<file path="src/hdl/csb_pkg.sv">
// Shared types and constants for the clipped sprite blitter.
// Holds the payload words, configuration indexes, controller states and
// the command and status groups that join the controller and the datapath.
package csb_pkg;

   // Field widths of the words on the channels.
   localparam int COORD_BITS = 12;
   localparam int ADDR_BITS  = 20;
   localparam int DIM_BITS   = 11;
   localparam int COLOR_BITS = 8;
   localparam int FADE_BITS  = 8;

   // Internal widths: clipped coordinates and linear offsets.
   localparam int CALC_BITS = ((COORD_BITS > DIM_BITS) ? COORD_BITS : DIM_BITS) + 4;
   localparam int OFF_BITS  = CALC_BITS + 14;

   // Configuration port.
   localparam int CSR_INDEX_BITS = 3;
   localparam int CSR_DATA_BITS  = (COORD_BITS > DIM_BITS) ? COORD_BITS : DIM_BITS;

   localparam logic [CSR_INDEX_BITS-1:0] CSR_FRAME_WIDTH   = CSR_INDEX_BITS'(0);
   localparam logic [CSR_INDEX_BITS-1:0] CSR_FRAME_HEIGHT  = CSR_INDEX_BITS'(1);
   localparam logic [CSR_INDEX_BITS-1:0] CSR_BITMAP_WIDTH  = CSR_INDEX_BITS'(2);
   localparam logic [CSR_INDEX_BITS-1:0] CSR_BITMAP_HEIGHT = CSR_INDEX_BITS'(3);
   localparam logic [CSR_INDEX_BITS-1:0] CSR_ALPHA_KEY     = CSR_INDEX_BITS'(4);
   localparam logic [CSR_INDEX_BITS-1:0] CSR_TRANSLATE_X   = CSR_INDEX_BITS'(5);
   localparam logic [CSR_INDEX_BITS-1:0] CSR_TRANSLATE_Y   = CSR_INDEX_BITS'(6);

   // Register values after reset.
   localparam logic [DIM_BITS-1:0]   FRAME_WIDTH_RESET   = DIM_BITS'(320);
   localparam logic [DIM_BITS-1:0]   FRAME_HEIGHT_RESET  = DIM_BITS'(240);
   localparam logic [DIM_BITS-1:0]   BITMAP_WIDTH_RESET  = DIM_BITS'(16);
   localparam logic [DIM_BITS-1:0]   BITMAP_HEIGHT_RESET = DIM_BITS'(16);
   localparam logic [COLOR_BITS-1:0] ALPHA_KEY_RESET     = COLOR_BITS'(170);

   // Command codes carried in the request word.
   localparam logic CMD_START = 1'b0;
   localparam logic CMD_PIXEL = 1'b1;

   typedef struct packed {
      logic                         cmd;
      logic signed [COORD_BITS-1:0] src_x;
      logic signed [COORD_BITS-1:0] src_y;
      logic signed [COORD_BITS-1:0] src_w;
      logic signed [COORD_BITS-1:0] src_h;
      logic signed [COORD_BITS-1:0] dst_x;
      logic signed [COORD_BITS-1:0] dst_y;
      logic                         flip_h;
      logic                         flip_v;
      logic [FADE_BITS-1:0]         fade_period;
      logic [COLOR_BITS-1:0]        fill_color;
      logic [COLOR_BITS-1:0]        pixel;
   } req_word_type;

   typedef struct packed {
      logic                  write_enable;
      logic [ADDR_BITS-1:0]  dest_address;
      logic [COLOR_BITS-1:0] write_color;
      logic [ADDR_BITS-1:0]  source_index;
      logic                  region_empty;
      logic                  region_done;
   } rsp_word_type;

   // Controller states.
   typedef enum logic [4:0] {
      ST_IDLE,
      ST_CLIP,
      ST_MUL_DY,
      ST_ACC_DY,
      ST_MUL_SH,
      ST_ACC_SH,
      ST_MUL_SY,
      ST_ACC_SY,
      ST_OUT_START,
      ST_MUL_YB,
      ST_ACC_IDX,
      ST_MUL_AREA,
      ST_CHK_IDX,
      ST_MUL_YF,
      ST_ACC_OFF,
      ST_OUT_PIXEL,
      ST_OUT_OOB,
      ST_OUT_ZERO
   } state_type;

   // Datapath operations.
   typedef enum logic [4:0] {
      OP_NONE,
      OP_CLIP,
      OP_MUL_DY,
      OP_ACC_DY,
      OP_MUL_SH,
      OP_ACC_SH,
      OP_MUL_SY,
      OP_ACC_SY,
      OP_MUL_YB,
      OP_ACC_IDX,
      OP_MUL_AREA,
      OP_MUL_YF,
      OP_ACC_OFF,
      OP_OUT_START,
      OP_OUT_PIXEL,
      OP_OUT_OOB,
      OP_OUT_ZERO
   } dp_op_type;

   typedef struct packed {
      logic      load;
      dp_op_type op;
   } ctrl_cmd_type;

   typedef struct packed {
      logic active;
      logic out_free;
      logic idx_oob;
   } dp_status_type;

endpackage

</file>
<file path="src/hdl/clipped_sprite_blitter_top.sv">
// Top level of the clipped sprite blitter.
// Instantiates csb_ctrl and csb_datapath; types come from csb_pkg.
//
// Usage:
//   req_* carries one word per item. A start word (cmd 0) sets up a region:
//   translation, clipping against the frame and the source offsets; its
//   response reports region_empty. Pixel words (cmd 1) then bring source
//   pixels in raster order of the clipped region, and each response holds
//   the destination address, write enable, colour and source index.
//   csr_* writes the seven configuration registers; it is always ready and
//   is meant to be written only while no word is in flight.
//   A start word runs the clip step, the three offset products with their
//   adds and the output step. A pixel word runs the index product and add,
//   the area product, the bound check, the address product and add and the
//   output step; past the bitmap end it goes from the check to the output
//   step, and with no region open straight there. One word is worked on at
//   a time; the single shared multiplier gives each product a state of its own.
//   A finished word waits in the output register; the next word may be
//   accepted meanwhile, and only its final step waits while rsp_ready is
//   low. Reset clears the registers to their defaults, closes any region
//   and empties the output register.
module clipped_sprite_blitter_top (
   input  logic                               clock,
   input  logic                               reset,
   input  logic                               req_valid,
   output logic                               req_ready,
   input  csb_pkg::req_word_type              req_data,
   output logic                               rsp_valid,
   input  logic                               rsp_ready,
   output csb_pkg::rsp_word_type              rsp_data,
   input  logic                               csr_valid,
   output logic                               csr_ready,
   input  logic [csb_pkg::CSR_INDEX_BITS-1:0] csr_index,
   input  logic [csb_pkg::CSR_DATA_BITS-1:0]  csr_data
);

   csb_pkg::ctrl_cmd_type  ctrl_cmd;
   csb_pkg::dp_status_type dp_status;

   // Sequencer.
   csb_ctrl u_ctrl (
      .clock     (clock),
      .reset     (reset),
      .req_valid (req_valid),
      .req_ready (req_ready),
      .req_cmd   (req_data.cmd),
      .status    (dp_status),
      .cmd       (ctrl_cmd)
   );

   // Arithmetic, state and output register.
   csb_datapath u_datapath (
      .clock     (clock),
      .reset     (reset),
      .req_data  (req_data),
      .cmd       (ctrl_cmd),
      .status    (dp_status),
      .rsp_valid (rsp_valid),
      .rsp_ready (rsp_ready),
      .rsp_data  (rsp_data),
      .csr_valid (csr_valid),
      .csr_ready (csr_ready),
      .csr_index (csr_index),
      .csr_data  (csr_data)
   );

endmodule

</file>
<file path="src/hdl/csb_ctrl.sv">
// Controller of the clipped sprite blitter: sequences the clip, offset
// and per-pixel steps of the datapath. Depends on csb_pkg.
module csb_ctrl (
   input  logic                   clock,
   input  logic                   reset,
   input  logic                   req_valid,
   output logic                   req_ready,
   input  logic                   req_cmd,
   input  csb_pkg::dp_status_type status,
   output csb_pkg::ctrl_cmd_type  cmd
);

   csb_pkg::state_type state_ff;
   csb_pkg::state_type state_in;

   // State register.
   always_ff @(posedge clock) begin
      if (reset) begin
         state_ff <= csb_pkg::ST_IDLE;
      end else begin
         state_ff <= state_in;
      end
   end

   // Next state.
   always_comb begin
      state_in = state_ff;
      case (state_ff)
         csb_pkg::ST_IDLE: begin
            if (req_valid) begin
               if (req_cmd == csb_pkg::CMD_START) begin
                  state_in = csb_pkg::ST_CLIP;
               end else if (status.active) begin
                  state_in = csb_pkg::ST_MUL_YB;
               end else begin
                  state_in = csb_pkg::ST_OUT_ZERO;
               end
            end
         end
         csb_pkg::ST_CLIP:     state_in = csb_pkg::ST_MUL_DY;
         csb_pkg::ST_MUL_DY:   state_in = csb_pkg::ST_ACC_DY;
         csb_pkg::ST_ACC_DY:   state_in = csb_pkg::ST_MUL_SH;
         csb_pkg::ST_MUL_SH:   state_in = csb_pkg::ST_ACC_SH;
         csb_pkg::ST_ACC_SH:   state_in = csb_pkg::ST_MUL_SY;
         csb_pkg::ST_MUL_SY:   state_in = csb_pkg::ST_ACC_SY;
         csb_pkg::ST_ACC_SY:   state_in = csb_pkg::ST_OUT_START;
         csb_pkg::ST_MUL_YB:   state_in = csb_pkg::ST_ACC_IDX;
         csb_pkg::ST_ACC_IDX:  state_in = csb_pkg::ST_MUL_AREA;
         csb_pkg::ST_MUL_AREA: state_in = csb_pkg::ST_CHK_IDX;
         csb_pkg::ST_CHK_IDX: begin
            if (status.idx_oob) begin
               state_in = csb_pkg::ST_OUT_OOB;
            end else begin
               state_in = csb_pkg::ST_MUL_YF;
            end
         end
         csb_pkg::ST_MUL_YF:   state_in = csb_pkg::ST_ACC_OFF;
         csb_pkg::ST_ACC_OFF:  state_in = csb_pkg::ST_OUT_PIXEL;
         csb_pkg::ST_OUT_START,
         csb_pkg::ST_OUT_PIXEL,
         csb_pkg::ST_OUT_OOB,
         csb_pkg::ST_OUT_ZERO: begin
            if (status.out_free) begin
               state_in = csb_pkg::ST_IDLE;
            end
         end
         default: state_in = csb_pkg::ST_IDLE;
      endcase
   end

   // Outputs. A result is only written once the output register is free.
   always_comb begin
      req_ready = 1'b0;
      cmd.op    = csb_pkg::OP_NONE;
      case (state_ff)
         csb_pkg::ST_IDLE:     req_ready = 1'b1;
         csb_pkg::ST_CLIP:     cmd.op = csb_pkg::OP_CLIP;
         csb_pkg::ST_MUL_DY:   cmd.op = csb_pkg::OP_MUL_DY;
         csb_pkg::ST_ACC_DY:   cmd.op = csb_pkg::OP_ACC_DY;
         csb_pkg::ST_MUL_SH:   cmd.op = csb_pkg::OP_MUL_SH;
         csb_pkg::ST_ACC_SH:   cmd.op = csb_pkg::OP_ACC_SH;
         csb_pkg::ST_MUL_SY:   cmd.op = csb_pkg::OP_MUL_SY;
         csb_pkg::ST_ACC_SY:   cmd.op = csb_pkg::OP_ACC_SY;
         csb_pkg::ST_MUL_YB:   cmd.op = csb_pkg::OP_MUL_YB;
         csb_pkg::ST_ACC_IDX:  cmd.op = csb_pkg::OP_ACC_IDX;
         csb_pkg::ST_MUL_AREA: cmd.op = csb_pkg::OP_MUL_AREA;
         csb_pkg::ST_CHK_IDX:  cmd.op = csb_pkg::OP_NONE;
         csb_pkg::ST_MUL_YF:   cmd.op = csb_pkg::OP_MUL_YF;
         csb_pkg::ST_ACC_OFF:  cmd.op = csb_pkg::OP_ACC_OFF;
         csb_pkg::ST_OUT_START: begin
            if (status.out_free) cmd.op = csb_pkg::OP_OUT_START;
         end
         csb_pkg::ST_OUT_PIXEL: begin
            if (status.out_free) cmd.op = csb_pkg::OP_OUT_PIXEL;
         end
         csb_pkg::ST_OUT_OOB: begin
            if (status.out_free) cmd.op = csb_pkg::OP_OUT_OOB;
         end
         csb_pkg::ST_OUT_ZERO: begin
            if (status.out_free) cmd.op = csb_pkg::OP_OUT_ZERO;
         end
         default: cmd.op = csb_pkg::OP_NONE;
      endcase
      cmd.load = req_valid && req_ready;
   end

endmodule

</file>
<file path="src/hdl/csb_datapath.sv">
// Datapath of the clipped sprite blitter: configuration registers, clip
// logic, one shared multiplier, region state and the output register.
// Depends on csb_pkg; driven by csb_ctrl through command and status words.
module csb_datapath (
   input  logic                                      clock,
   input  logic                                      reset,
   input  csb_pkg::req_word_type                     req_data,
   input  csb_pkg::ctrl_cmd_type                     cmd,
   output csb_pkg::dp_status_type                    status,
   output logic                                      rsp_valid,
   input  logic                                      rsp_ready,
   output csb_pkg::rsp_word_type                     rsp_data,
   input  logic                                      csr_valid,
   output logic                                      csr_ready,
   input  logic [csb_pkg::CSR_INDEX_BITS-1:0]        csr_index,
   input  logic [csb_pkg::CSR_DATA_BITS-1:0]         csr_data
);

   localparam int CW = csb_pkg::CALC_BITS;
   localparam int OW = csb_pkg::OFF_BITS;
   localparam int DW = csb_pkg::DIM_BITS;
   localparam int MB = DW + 1;
   localparam int AW = csb_pkg::ADDR_BITS;
   localparam int KB = csb_pkg::COLOR_BITS;
   localparam int FB = csb_pkg::FADE_BITS;
   localparam int CB = csb_pkg::COORD_BITS;

   typedef struct packed {
      logic [DW-1:0]        fw;
      logic [DW-1:0]        fh;
      logic [DW-1:0]        bw;
      logic [DW-1:0]        bh;
      logic [KB-1:0]        key;
      logic signed [CB-1:0] tx;
      logic signed [CB-1:0] ty;
   } cfg_type;

   typedef struct packed {
      logic                 active;
      logic signed [CW-1:0] col;
      logic signed [CW-1:0] row;
      logic signed [CW-1:0] clip_w;
      logic signed [CW-1:0] clip_h;
      logic signed [OW-1:0] dest;
      logic signed [OW-1:0] src;
      logic                 flip_h;
      logic                 flip_v;
      logic [FB-1:0]        fade;
      logic                 use_pix;
      logic [FB-1:0]        fcol;
      logic [FB-1:0]        frow;
      logic [KB-1:0]        fill;
   } region_type;

   typedef struct packed {
      csb_pkg::req_word_type req;
      logic signed [CW-1:0]  dx;
      logic signed [CW-1:0]  dy;
      logic signed [CW-1:0]  sx;
      logic signed [CW-1:0]  sy;
      logic signed [CW-1:0]  sw;
      logic signed [CW-1:0]  sh;
      logic                  empty;
      logic signed [OW-1:0]  prod;
      logic signed [OW-1:0]  idx;
      logic signed [OW-1:0]  off;
   } work_type;

   cfg_type               cfg_ff, cfg_in;
   region_type            region_ff, region_in;
   work_type              work_ff, work_in;
   csb_pkg::rsp_word_type rsp_ff, rsp_in;
   logic                  rsp_valid_ff, rsp_valid_in;

   // Clip terms.
   logic signed [CW-1:0] fw_s, fh_s, bw_s, bh_s;
   logic signed [CW-1:0] sx0, sy0, sw0, sh0;
   logic signed [CW-1:0] x_fit, x_shift, y_fit;
   logic signed [CW-1:0] c_sx, c_sy, c_sw, c_sh, c_dx, c_dy;
   logic                 c_empty;

   // Shared multiplier.
   logic signed [CW-1:0]    mul_a;
   logic signed [MB-1:0]    mul_b;
   logic signed [CW+MB-1:0] mul_p;

   // Offset and pixel terms.
   logic signed [OW-1:0] hf_adj, y_term, x_term;
   logic                 addr_ok, fade_on, pix_we;
   logic [KB-1:0]        pix_color;
   logic signed [CW-1:0] col_nx, row_nx;
   logic                 row_end, last_pix;
   logic [FB:0]          fcol_inc, frow_inc;
   logic [FB-1:0]        fcol_next, frow_next;

   assign csr_ready = 1'b1;
   assign rsp_valid = rsp_valid_ff;
   assign rsp_data  = rsp_ff;

   // Status back to the controller.
   assign status.active   = region_ff.active;
   assign status.out_free = !rsp_valid_ff || rsp_ready;
   assign status.idx_oob  = work_ff.idx[OW-1] || (work_ff.idx >= work_ff.prod);

   // Configuration register writes.
   always_comb begin
      cfg_in = cfg_ff;
      if (csr_valid) begin
         case (csr_index)
            csb_pkg::CSR_FRAME_WIDTH:   cfg_in.fw  = csr_data[DW-1:0];
            csb_pkg::CSR_FRAME_HEIGHT:  cfg_in.fh  = csr_data[DW-1:0];
            csb_pkg::CSR_BITMAP_WIDTH:  cfg_in.bw  = csr_data[DW-1:0];
            csb_pkg::CSR_BITMAP_HEIGHT: cfg_in.bh  = csr_data[DW-1:0];
            csb_pkg::CSR_ALPHA_KEY:     cfg_in.key = csr_data[KB-1:0];
            csb_pkg::CSR_TRANSLATE_X:   cfg_in.tx  = csr_data[CB-1:0];
            csb_pkg::CSR_TRANSLATE_Y:   cfg_in.ty  = csr_data[CB-1:0];
            default:                    cfg_in     = cfg_ff;
         endcase
      end
   end

   // Frame and bitmap sizes and the request's source fields as signed working values.
   assign fw_s = CW'(cfg_ff.fw);
   assign fh_s = CW'(cfg_ff.fh);
   assign bw_s = CW'(cfg_ff.bw);
   assign bh_s = CW'(cfg_ff.bh);
   assign sx0  = CW'(work_ff.req.src_x);
   assign sy0  = CW'(work_ff.req.src_y);
   assign sw0  = CW'(work_ff.req.src_w);
   assign sh0  = CW'(work_ff.req.src_h);

   // Clipping against the frame. Under a horizontal flip the source column
   // moves by the amount cut off the far edge of the mirror image.
   assign x_fit   = fw_s - work_ff.dx;
   assign x_shift = sx0 + sw0 - x_fit;
   assign y_fit   = fh_s - work_ff.dy;

   always_comb begin
      c_sx = sx0;
      c_sw = sw0;
      c_dx = work_ff.dx;
      if ((work_ff.dx + sw0) >= fw_s) begin
         c_sw = x_fit;
         if (work_ff.req.flip_h) c_sx = x_shift;
      end else if (work_ff.dx[CW-1]) begin
         c_sw = sw0 + work_ff.dx;
         if (!work_ff.req.flip_h) c_sx = sx0 - work_ff.dx;
         c_dx = '0;
      end
      c_sy = sy0;
      c_sh = sh0;
      c_dy = work_ff.dy;
      if ((work_ff.dy + sh0) >= fh_s) begin
         c_sh = y_fit;
      end else if (work_ff.dy[CW-1]) begin
         c_sh = sh0 + work_ff.dy;
         c_sy = sy0 - work_ff.dy;
         c_dy = '0;
      end
      c_empty = c_sw[CW-1] || (c_sw == '0) || c_sh[CW-1] || (c_sh == '0) ||
                (c_sx >= bw_s) || (c_sy >= bh_s);
   end

   // Multiplier operand selection.
   always_comb begin
      mul_a = '0;
      mul_b = '0;
      case (cmd.op)
         csb_pkg::OP_MUL_DY: begin
            mul_a = work_ff.dy;
            mul_b = {1'b0, cfg_ff.fw};
         end
         csb_pkg::OP_MUL_SH: begin
            mul_a = work_ff.sh - CW'(1);
            mul_b = {1'b0, cfg_ff.fw};
         end
         csb_pkg::OP_MUL_SY: begin
            mul_a = work_ff.sy;
            mul_b = {1'b0, cfg_ff.bw};
         end
         csb_pkg::OP_MUL_YB: begin
            mul_a = region_ff.row;
            mul_b = {1'b0, cfg_ff.bw};
         end
         csb_pkg::OP_MUL_AREA: begin
            mul_a = bh_s;
            mul_b = {1'b0, cfg_ff.bw};
         end
         csb_pkg::OP_MUL_YF: begin
            mul_a = region_ff.row;
            mul_b = {1'b0, cfg_ff.fw};
         end
         default: begin
            mul_a = '0;
            mul_b = '0;
         end
      endcase
   end

   assign mul_p = mul_a * mul_b;

   // Offset terms for the flip directions.
   always_comb begin
      hf_adj = '0;
      if (work_ff.req.flip_h) hf_adj = OW'(work_ff.sw - CW'(1));
      y_term = work_ff.prod;
      if (region_ff.flip_v) y_term = -work_ff.prod;
      x_term = OW'(region_ff.col);
      if (region_ff.flip_h) x_term = -OW'(region_ff.col);
   end

   // Write decision and colour for one pixel.
   assign addr_ok = !work_ff.off[OW-1];
   assign fade_on = region_ff.fade != '0;
   assign pix_we  = (work_ff.req.pixel != cfg_ff.key) && addr_ok &&
                    (!fade_on || ((region_ff.fcol != '0) && (region_ff.frow != '0)));

   always_comb begin
      pix_color = '0;
      if (pix_we) begin
         if (!fade_on || region_ff.use_pix) begin
            pix_color = work_ff.req.pixel;
         end else begin
            pix_color = region_ff.fill;
         end
      end
   end

   // Raster walk and fade phases.
   assign col_nx   = region_ff.col + CW'(1);
   assign row_nx   = region_ff.row + CW'(1);
   assign row_end  = col_nx >= region_ff.clip_w;
   assign last_pix = row_end && (row_nx >= region_ff.clip_h);
   assign fcol_inc = {1'b0, region_ff.fcol} + (FB+1)'(1);
   assign frow_inc = {1'b0, region_ff.frow} + (FB+1)'(1);
   assign fcol_next = (fcol_inc == {1'b0, region_ff.fade}) ? '0 : fcol_inc[FB-1:0];
   assign frow_next = (frow_inc == {1'b0, region_ff.fade}) ? '0 : frow_inc[FB-1:0];

   // Working registers.
   always_comb begin
      work_in = work_ff;
      if (cmd.load) begin
         work_in.req = req_data;
         work_in.dx  = CW'(req_data.dst_x) + CW'(cfg_ff.tx);
         work_in.dy  = CW'(req_data.dst_y) + CW'(cfg_ff.ty);
      end
      case (cmd.op)
         csb_pkg::OP_CLIP: begin
            work_in.sx    = c_sx;
            work_in.sy    = c_sy;
            work_in.sw    = c_sw;
            work_in.sh    = c_sh;
            work_in.dx    = c_dx;
            work_in.dy    = c_dy;
            work_in.empty = c_empty;
         end
         csb_pkg::OP_MUL_DY,
         csb_pkg::OP_MUL_SH,
         csb_pkg::OP_MUL_SY,
         csb_pkg::OP_MUL_YB,
         csb_pkg::OP_MUL_AREA,
         csb_pkg::OP_MUL_YF:  work_in.prod = OW'(mul_p);
         csb_pkg::OP_ACC_IDX: work_in.idx = region_ff.src + work_ff.prod + OW'(region_ff.col);
         csb_pkg::OP_ACC_OFF: work_in.off = region_ff.dest + y_term + x_term;
         default:             work_in.prod = work_ff.prod;
      endcase
   end

   // Region state.
   always_comb begin
      region_in = region_ff;
      case (cmd.op)
         csb_pkg::OP_ACC_DY: region_in.dest = work_ff.prod + OW'(work_ff.dx) + hf_adj;
         csb_pkg::OP_ACC_SH: begin
            if (work_ff.req.flip_v) region_in.dest = region_ff.dest + work_ff.prod;
         end
         csb_pkg::OP_ACC_SY: region_in.src = work_ff.prod + OW'(work_ff.sx);
         csb_pkg::OP_OUT_START: begin
            region_in.active  = !work_ff.empty;
            region_in.col     = '0;
            region_in.row     = '0;
            region_in.clip_w  = work_ff.sw;
            region_in.clip_h  = work_ff.sh;
            region_in.flip_h  = work_ff.req.flip_h;
            region_in.flip_v  = work_ff.req.flip_v;
            region_in.fade    = work_ff.req.fade_period;
            region_in.use_pix = work_ff.req.fill_color == cfg_ff.key;
            region_in.fcol    = '0;
            region_in.frow    = '0;
            region_in.fill    = work_ff.req.fill_color;
         end
         csb_pkg::OP_OUT_OOB: region_in.active = 1'b0;
         csb_pkg::OP_OUT_PIXEL: begin
            if (row_end) begin
               region_in.col  = '0;
               region_in.fcol = '0;
               region_in.row  = row_nx;
               if (fade_on) region_in.frow = frow_next;
               if (last_pix) region_in.active = 1'b0;
            end else begin
               region_in.col = col_nx;
               if (fade_on) region_in.fcol = fcol_next;
            end
         end
         default: region_in = region_ff;
      endcase
   end

   // Output register: holds a finished word until the receiver takes it.
   always_comb begin
      rsp_in       = rsp_ff;
      rsp_valid_in = rsp_valid_ff && !rsp_ready;
      case (cmd.op)
         csb_pkg::OP_OUT_START: begin
            rsp_valid_in        = 1'b1;
            rsp_in              = '0;
            rsp_in.region_empty = work_ff.empty;
            rsp_in.region_done  = work_ff.empty;
         end
         csb_pkg::OP_OUT_ZERO: begin
            rsp_valid_in = 1'b1;
            rsp_in       = '0;
         end
         csb_pkg::OP_OUT_OOB: begin
            rsp_valid_in        = 1'b1;
            rsp_in              = '0;
            rsp_in.source_index = work_ff.idx[AW-1:0];
            rsp_in.region_done  = 1'b1;
         end
         csb_pkg::OP_OUT_PIXEL: begin
            rsp_valid_in        = 1'b1;
            rsp_in.write_enable = pix_we;
            rsp_in.dest_address = addr_ok ? work_ff.off[AW-1:0] : '0;
            rsp_in.write_color  = pix_color;
            rsp_in.source_index = work_ff.idx[AW-1:0];
            rsp_in.region_empty = 1'b0;
            rsp_in.region_done  = last_pix;
         end
         default: rsp_in = rsp_ff;
      endcase
   end

   // Control registers with reset.
   always_ff @(posedge clock) begin
      if (reset) begin
         cfg_ff.fw    <= csb_pkg::FRAME_WIDTH_RESET;
         cfg_ff.fh    <= csb_pkg::FRAME_HEIGHT_RESET;
         cfg_ff.bw    <= csb_pkg::BITMAP_WIDTH_RESET;
         cfg_ff.bh    <= csb_pkg::BITMAP_HEIGHT_RESET;
         cfg_ff.key   <= csb_pkg::ALPHA_KEY_RESET;
         cfg_ff.tx    <= '0;
         cfg_ff.ty    <= '0;
         region_ff    <= '0;
         rsp_valid_ff <= 1'b0;
      end else begin
         cfg_ff       <= cfg_in;
         region_ff    <= region_in;
         rsp_valid_ff <= rsp_valid_in;
      end
   end

   // Payload registers.
   always_ff @(posedge clock) begin
      work_ff <= work_in;
      rsp_ff  <= rsp_in;
   end

endmodule

</file>
<file path="config.mk">
export PLATFORM = sky130hd
export DESIGN_NAME = clipped_sprite_blitter_top
export DESIGN_NICKNAME = d
export VERILOG_FILES = /design/src/hdl/csb_pkg.sv /design/src/hdl/clipped_sprite_blitter_top.sv /design/src/hdl/csb_ctrl.sv /design/src/hdl/csb_datapath.sv
export SDC_FILE = /design/constraint.sdc
export NUM_CORES = 2
export LEC_CHECK = 0
export ABC_AREA = 1
export BUFFER_PORTS_ARGS = -buffer_cell sky130_fd_sc_hd__buf_2
export CAP_MARGIN = 20
export CORE_AREA = 4 4 300 302
export CTS_CLUSTER_SIZE = 20
export DETAILED_ROUTE_END_ITERATION = 6
export DIE_AREA = 0 0 304 306
export PLACE_DENSITY = 0.73
export SYNTH_ARGS = -nofsm -noshare
export SYNTH_HDL_FRONTEND = slang
export SYNTH_SLANG_ARGS = --single-unit
</file>
<file path="constraint.sdc">
create_clock -name clock -period 6.8 [get_ports clock]
set_input_delay 0 -clock clock [delete_from_list [all_inputs] [get_ports clock]]
set_output_delay 0 -clock clock [all_outputs]
set_load 0.01 [all_outputs]
</file>
==> run_results.csv <==
group,metric,value,unit
status,outcome,"finished, final reports clean",
timing,setup-tns-final,0,ns
pwr,switching_pwr,13.2,mW
clock_network,cts.clk_slew.worst_paths,0.07,ns
timing,fmax,155,MHz
synthesis,synth_flop_cell,"sky130_fd_sc_hd__edfxtp_1",
grt,overflow,0,
worst_setup_path,critical-path-top-cell-by-count,"sky130_fd_sc_hd__inv_1",
grt,grt_first_pass_wirelength,229000,µm
hold_path,min_delay_path_depth,2,
worst_setup_path,critical_path.endpoint_type,"flip-flop",
timing,worstMarginPinSlew,1.08,ns
worst_setup_path,register_to_register_setup_slack,0.34,ns
synthesis,postSynthAreaPerCell,7.71,µm²
hold_path,min_delay_worst_endpoint,"u_datapath.sx0[0]",
worst_setup_path,worst_path_max_delay_cell,"sky130_fd_sc_hd__fa_1",
pwr,internal,12.2,mW
die,die-area,93000,µm²
die,floorplan.die.width,304,µm
routing,avgViaCountPerCell,5.54,
synthesis,netlist.top_cell.by_area,"sky130_fd_sc_hd__edfxtp_1",
clock_network,cts_tree,"done",
synthesis,synthesis.instances,6191,
timing,setup_violations,0,
worst_setup_path,worstPathMaxFanout,7,
timing,final_hold_viol_count,0,
cells_and_area,layout.nets,7348,
synthesis,synth_edf_count,297,
worst_setup_path,cp-start-kind,"flip-flop",
timing,min_period,6.46,ns
cells_and_area,final_layout_size_suffix_gt1_share,7.16,%
pwr,cellPowerDensity,473,nW/µm²
routing,first_iter_violations,3298,
routing,detailroute.wirelength.met2,68900,µm
hold_path,timing.hold.worst.start,"req_data[86]",
clock_network,ctsHtreeMaxLevel,2,
synthesis,synth_nets,7018,
pwr,power.ir.vdd_worst,0.369,mV
cells_and_area,layout.cells.most_common,"sky130_fd_sc_hd__nand2_1",
routing,met3_length,8530,µm
clock_network,cts_root_buffer,"sky130_fd_sc_hd__clkbuf_16",
die,placeableCoreArea,87700,µm²
synthesis,ys_warn_count,0,
worst_setup_path,timing.critical_path.required,7.20,ns
grt,maximum_number_of_pins_on_one_net_before_global_route_repair,100,
worst_setup_path,worst_r2r_startpoint,"u_ctrl.state_ff[1]",
pwr,seq_power_share,21.0,%
routing,drc_viols,0,
worst_setup_path,critPathMaxStageDelay,0.58,ns
cells_and_area,area_growth_syn_to_layout,12.7,%
worst_setup_path,critPathKind,"reg2reg",
routing,wirelength_met1,60300,µm
pwr,post-layout-total-power,25.4,mW
die,die_h,306,µm
clock_network,cts_max_path_buffers,3,
pwr,power.clock.fraction,13.6,%
timing,layout_worst_path_cycle_share,94.9,%
worst_setup_path,worstPathBufferInverterCount,9,
synthesis,postSynth.asyncResetShare,0,%
placed_design,port_buffer_count,171,
grt,number_of_global_route_vias_before_repair,41804,
clock_network,insertion_delay,0.68,ns
synthesis,number_of_distinct_library_cells_after_synthesis,66,
hold_path,worst_hold_path_type,"in2reg",
pwr,power.combinational.fraction,65.3,%
die,std_cell_rows,109,
placed_design,hpwlAfterDp,117000,µm
pwr,static-leakage-power,25.9,nW
synthesis,total_standard_cell_area_after_synthesis,47700,µm²
timing,grt_setup_unrepaired,"no",
cells_and_area,layout_common_cells,"1,205 x sky130_fd_sc_hd__nand2_1, 1,008 x sky130_fd_sc_hd__inv_1, 548 x sky130_fd_sc_hd__a21oi_1",
synthesis,yosys-top-cells-area,"sky130_fd_sc_hd__edfxtp_1 19%, sky130_fd_sc_hd__ha_1 12%, sky130_fd_sc_hd__dfxtp_1 10%",
grt,antenna_found_initial,1,
routing,drt.antenna.violating_nets,0,
pwr,power_switching_share,51.9,%
grt,track_usage,31.0,%
timing,fin_skew,0.0323,ns
worst_setup_path,path_delay_family,"adder cells",
routing,top_layer,"met4",
routing,via_count,42876,
timing,slew_headroom,28.0,%
clock_network,cts_made_buffers,61,
timing,slew_violations,0,
worst_setup_path,critPathArrivalTime,6.86,ns
synthesis,synth_seq_area_share,28.8,%
clock_network,clock_sinks,538,
synthesis,synth_top_cell_area_share,18.7,%
routing,first_pass_iters,6,
routing,wirelength,147000,µm
job,drv_cap,0,
worst_setup_path,reg2regPathDepth,28,
placed_design,gp_congestion,1.01,
die,io_pins,173,
die,starting_density_of_the_core,54.4,%
routing,drt-wirelength-per-cell,19.0,µm
worst_setup_path,rr_endpoint,"u_datapath.work_ff[86]",
synthesis,number_of_register_bits_inferred_by_synthesis,538,
==> repair_timing <==
action                                  in CTS  in global routing
resized for setup                            0                 37
setup buffers                                0                  4
hold endpoints to repair                   196                  0
hold buffers                               132                  0
endpoints found under the setup margin       0                 10
==> per-layer routing <==
| metal | vias up | track usage [%] |
|---|---|---|
| li1 | 21032 | - |
| met1 | 19925 | 38.7 |
| met2 | 1514 | 53.0 |
| met3 | 405 | 3.52 |
| met4 | 0 | 16.9 |
| met5 | - | 0 |
==> flip-flops by register name, summed over array words and instances, names as in the netlist, 12 cells and up <==
register              cells
u_datapath.sx0           12
u_datapath.sy0           12
u_datapath.work_ff      198
u_datapath.sh0           12
u_datapath.sw0           12
u_datapath.cfg_ff        54
u_datapath.region_ff    158
u_datapath.rsp_data      51
==> cell families (layout without fill, tap and decap cells) <==
group | count (synthesis) | in the layout | share of synthesized area (%)
flip-flops | 538 | 538 | 28.8
AO/OA/AOI/OAI | 1228 | 1228 | 14.3
multiplexers | 12 | 12 | 0.252
XOR/XNOR | 320 | 320 | 5.91
AND/OR/NAND/NOR | 2214 | 2214 | 19.2
buffers and inverters | 1170 | 1553 | 9.31
adder cells (fa/ha/maj) | 708 | 708 | 22.2
other | 1 | 2 | 0.00785
==> power groups by stage <==
stage          registers, mW  clock network (mW)  logic (mW)
2_1_floorplan           5.07                   0        11.7
3_3_place_gp            5.38                   0        16.0
3_5_place_dp            5.39                   0        16.2
4_1_cts                 5.32                3.50        16.4
5_1_grt                 5.39                3.64        18.5
6_report                5.35                3.47        16.6
==> per-stage QoR <==
step / instance area (µm²) / std cells / worst slack, ns / util, % / hold slack (ns)
2_1_floorplan: 47700 / 6191 / 0.504 / - / 0.0989
3_3_place_gp: 50300 / 7487 / 0.133 / 57.4 / 0.176
3_5_place_dp: 50300 / 7487 / 0.0703 / 57.4 / 0.178
4_1_cts: 53700 / 7735 / 0.0481 / 61.2 / 0.000528
5_1_grt: 53800 / 7739 / 0.00894 / 61.4 / 0.0276
6_report: 53800 / 7740 / 0.344 / 61.4 / 0.0344
==> cells in the mapped netlist, types with 15 or more instances <==
cell type / number
sky130_fd_sc_hd__o21ai_1: 33
sky130_fd_sc_hd__clkbuf_1: 99
sky130_fd_sc_hd__nand4_1: 60
sky130_fd_sc_hd__edfxtp_1: 297
sky130_fd_sc_hd__a21o_1: 25
sky130_fd_sc_hd__inv_2: 15
sky130_fd_sc_hd__nor2_1: 545
sky130_fd_sc_hd__o22ai_1: 19
sky130_fd_sc_hd__o21a_1: 17
sky130_fd_sc_hd__o21ai_0: 364
sky130_fd_sc_hd__fa_1: 235
sky130_fd_sc_hd__a211oi_1: 15
sky130_fd_sc_hd__dfxtp_1: 241
sky130_fd_sc_hd__nand3_1: 223
sky130_fd_sc_hd__xor2_1: 217
sky130_fd_sc_hd__nor3_1: 85
sky130_fd_sc_hd__nand2_1: 1209
sky130_fd_sc_hd__or2_2: 23
sky130_fd_sc_hd__inv_1: 1012
sky130_fd_sc_hd__nor4_1: 16
sky130_fd_sc_hd__nand3b_1: 17
sky130_fd_sc_hd__xnor2_1: 102
sky130_fd_sc_hd__a31oi_1: 32
sky130_fd_sc_hd__ha_1: 473
sky130_fd_sc_hd__buf_2: 26
sky130_fd_sc_hd__o211ai_1: 72
sky130_fd_sc_hd__o21bai_1: 29
sky130_fd_sc_hd__a21oi_1: 550
==> layout make-up <==
type	instances	area (µm²)
clock buffer	74	1600
antenna	1	2.50
clock inverter	42	478
fill	7795	33900
tap	1165	1460
inverter	1036	3890
timing repair buffer	401	2950
multi-input combinational	4483	29700
sequential	538	13700
==> worst max path at each step <==
| stage | from | end | slack [ns] | cells after the start |
|---|---|---|---|---|
| CTS | u_ctrl.state_ff[3] | u_datapath.work_ff[85] | 0.05 | 31 |
| floorplan | u_ctrl.state_ff[4] | u_datapath.work_ff[85] | 0.50 | 30 |
| global placement | u_ctrl.state_ff[3] | u_datapath.work_ff[85] | 0.13 | 33 |
| finish | u_ctrl.state_ff[1] | u_datapath.work_ff[86] | 0.34 | 28 |
| detailed placement | u_ctrl.state_ff[3] | u_datapath.work_ff[85] | 0.07 | 31 |
| global route | u_ctrl.state_ff[1] | u_datapath.work_ff[85] | 0.009 | 33 |
==> worst register-to-register path: cells and delay by family, from the launching register on <==
family	cells	cell delay [ns]
fa+ha+maj	6	2.89
simple gates	9	1.31
buf+inv	9	0.93
compound gates	3	0.52
flops	1	0.40
xor+xnor	1	0.15
No activity file was read; power rests on OpenSTA's default activity.
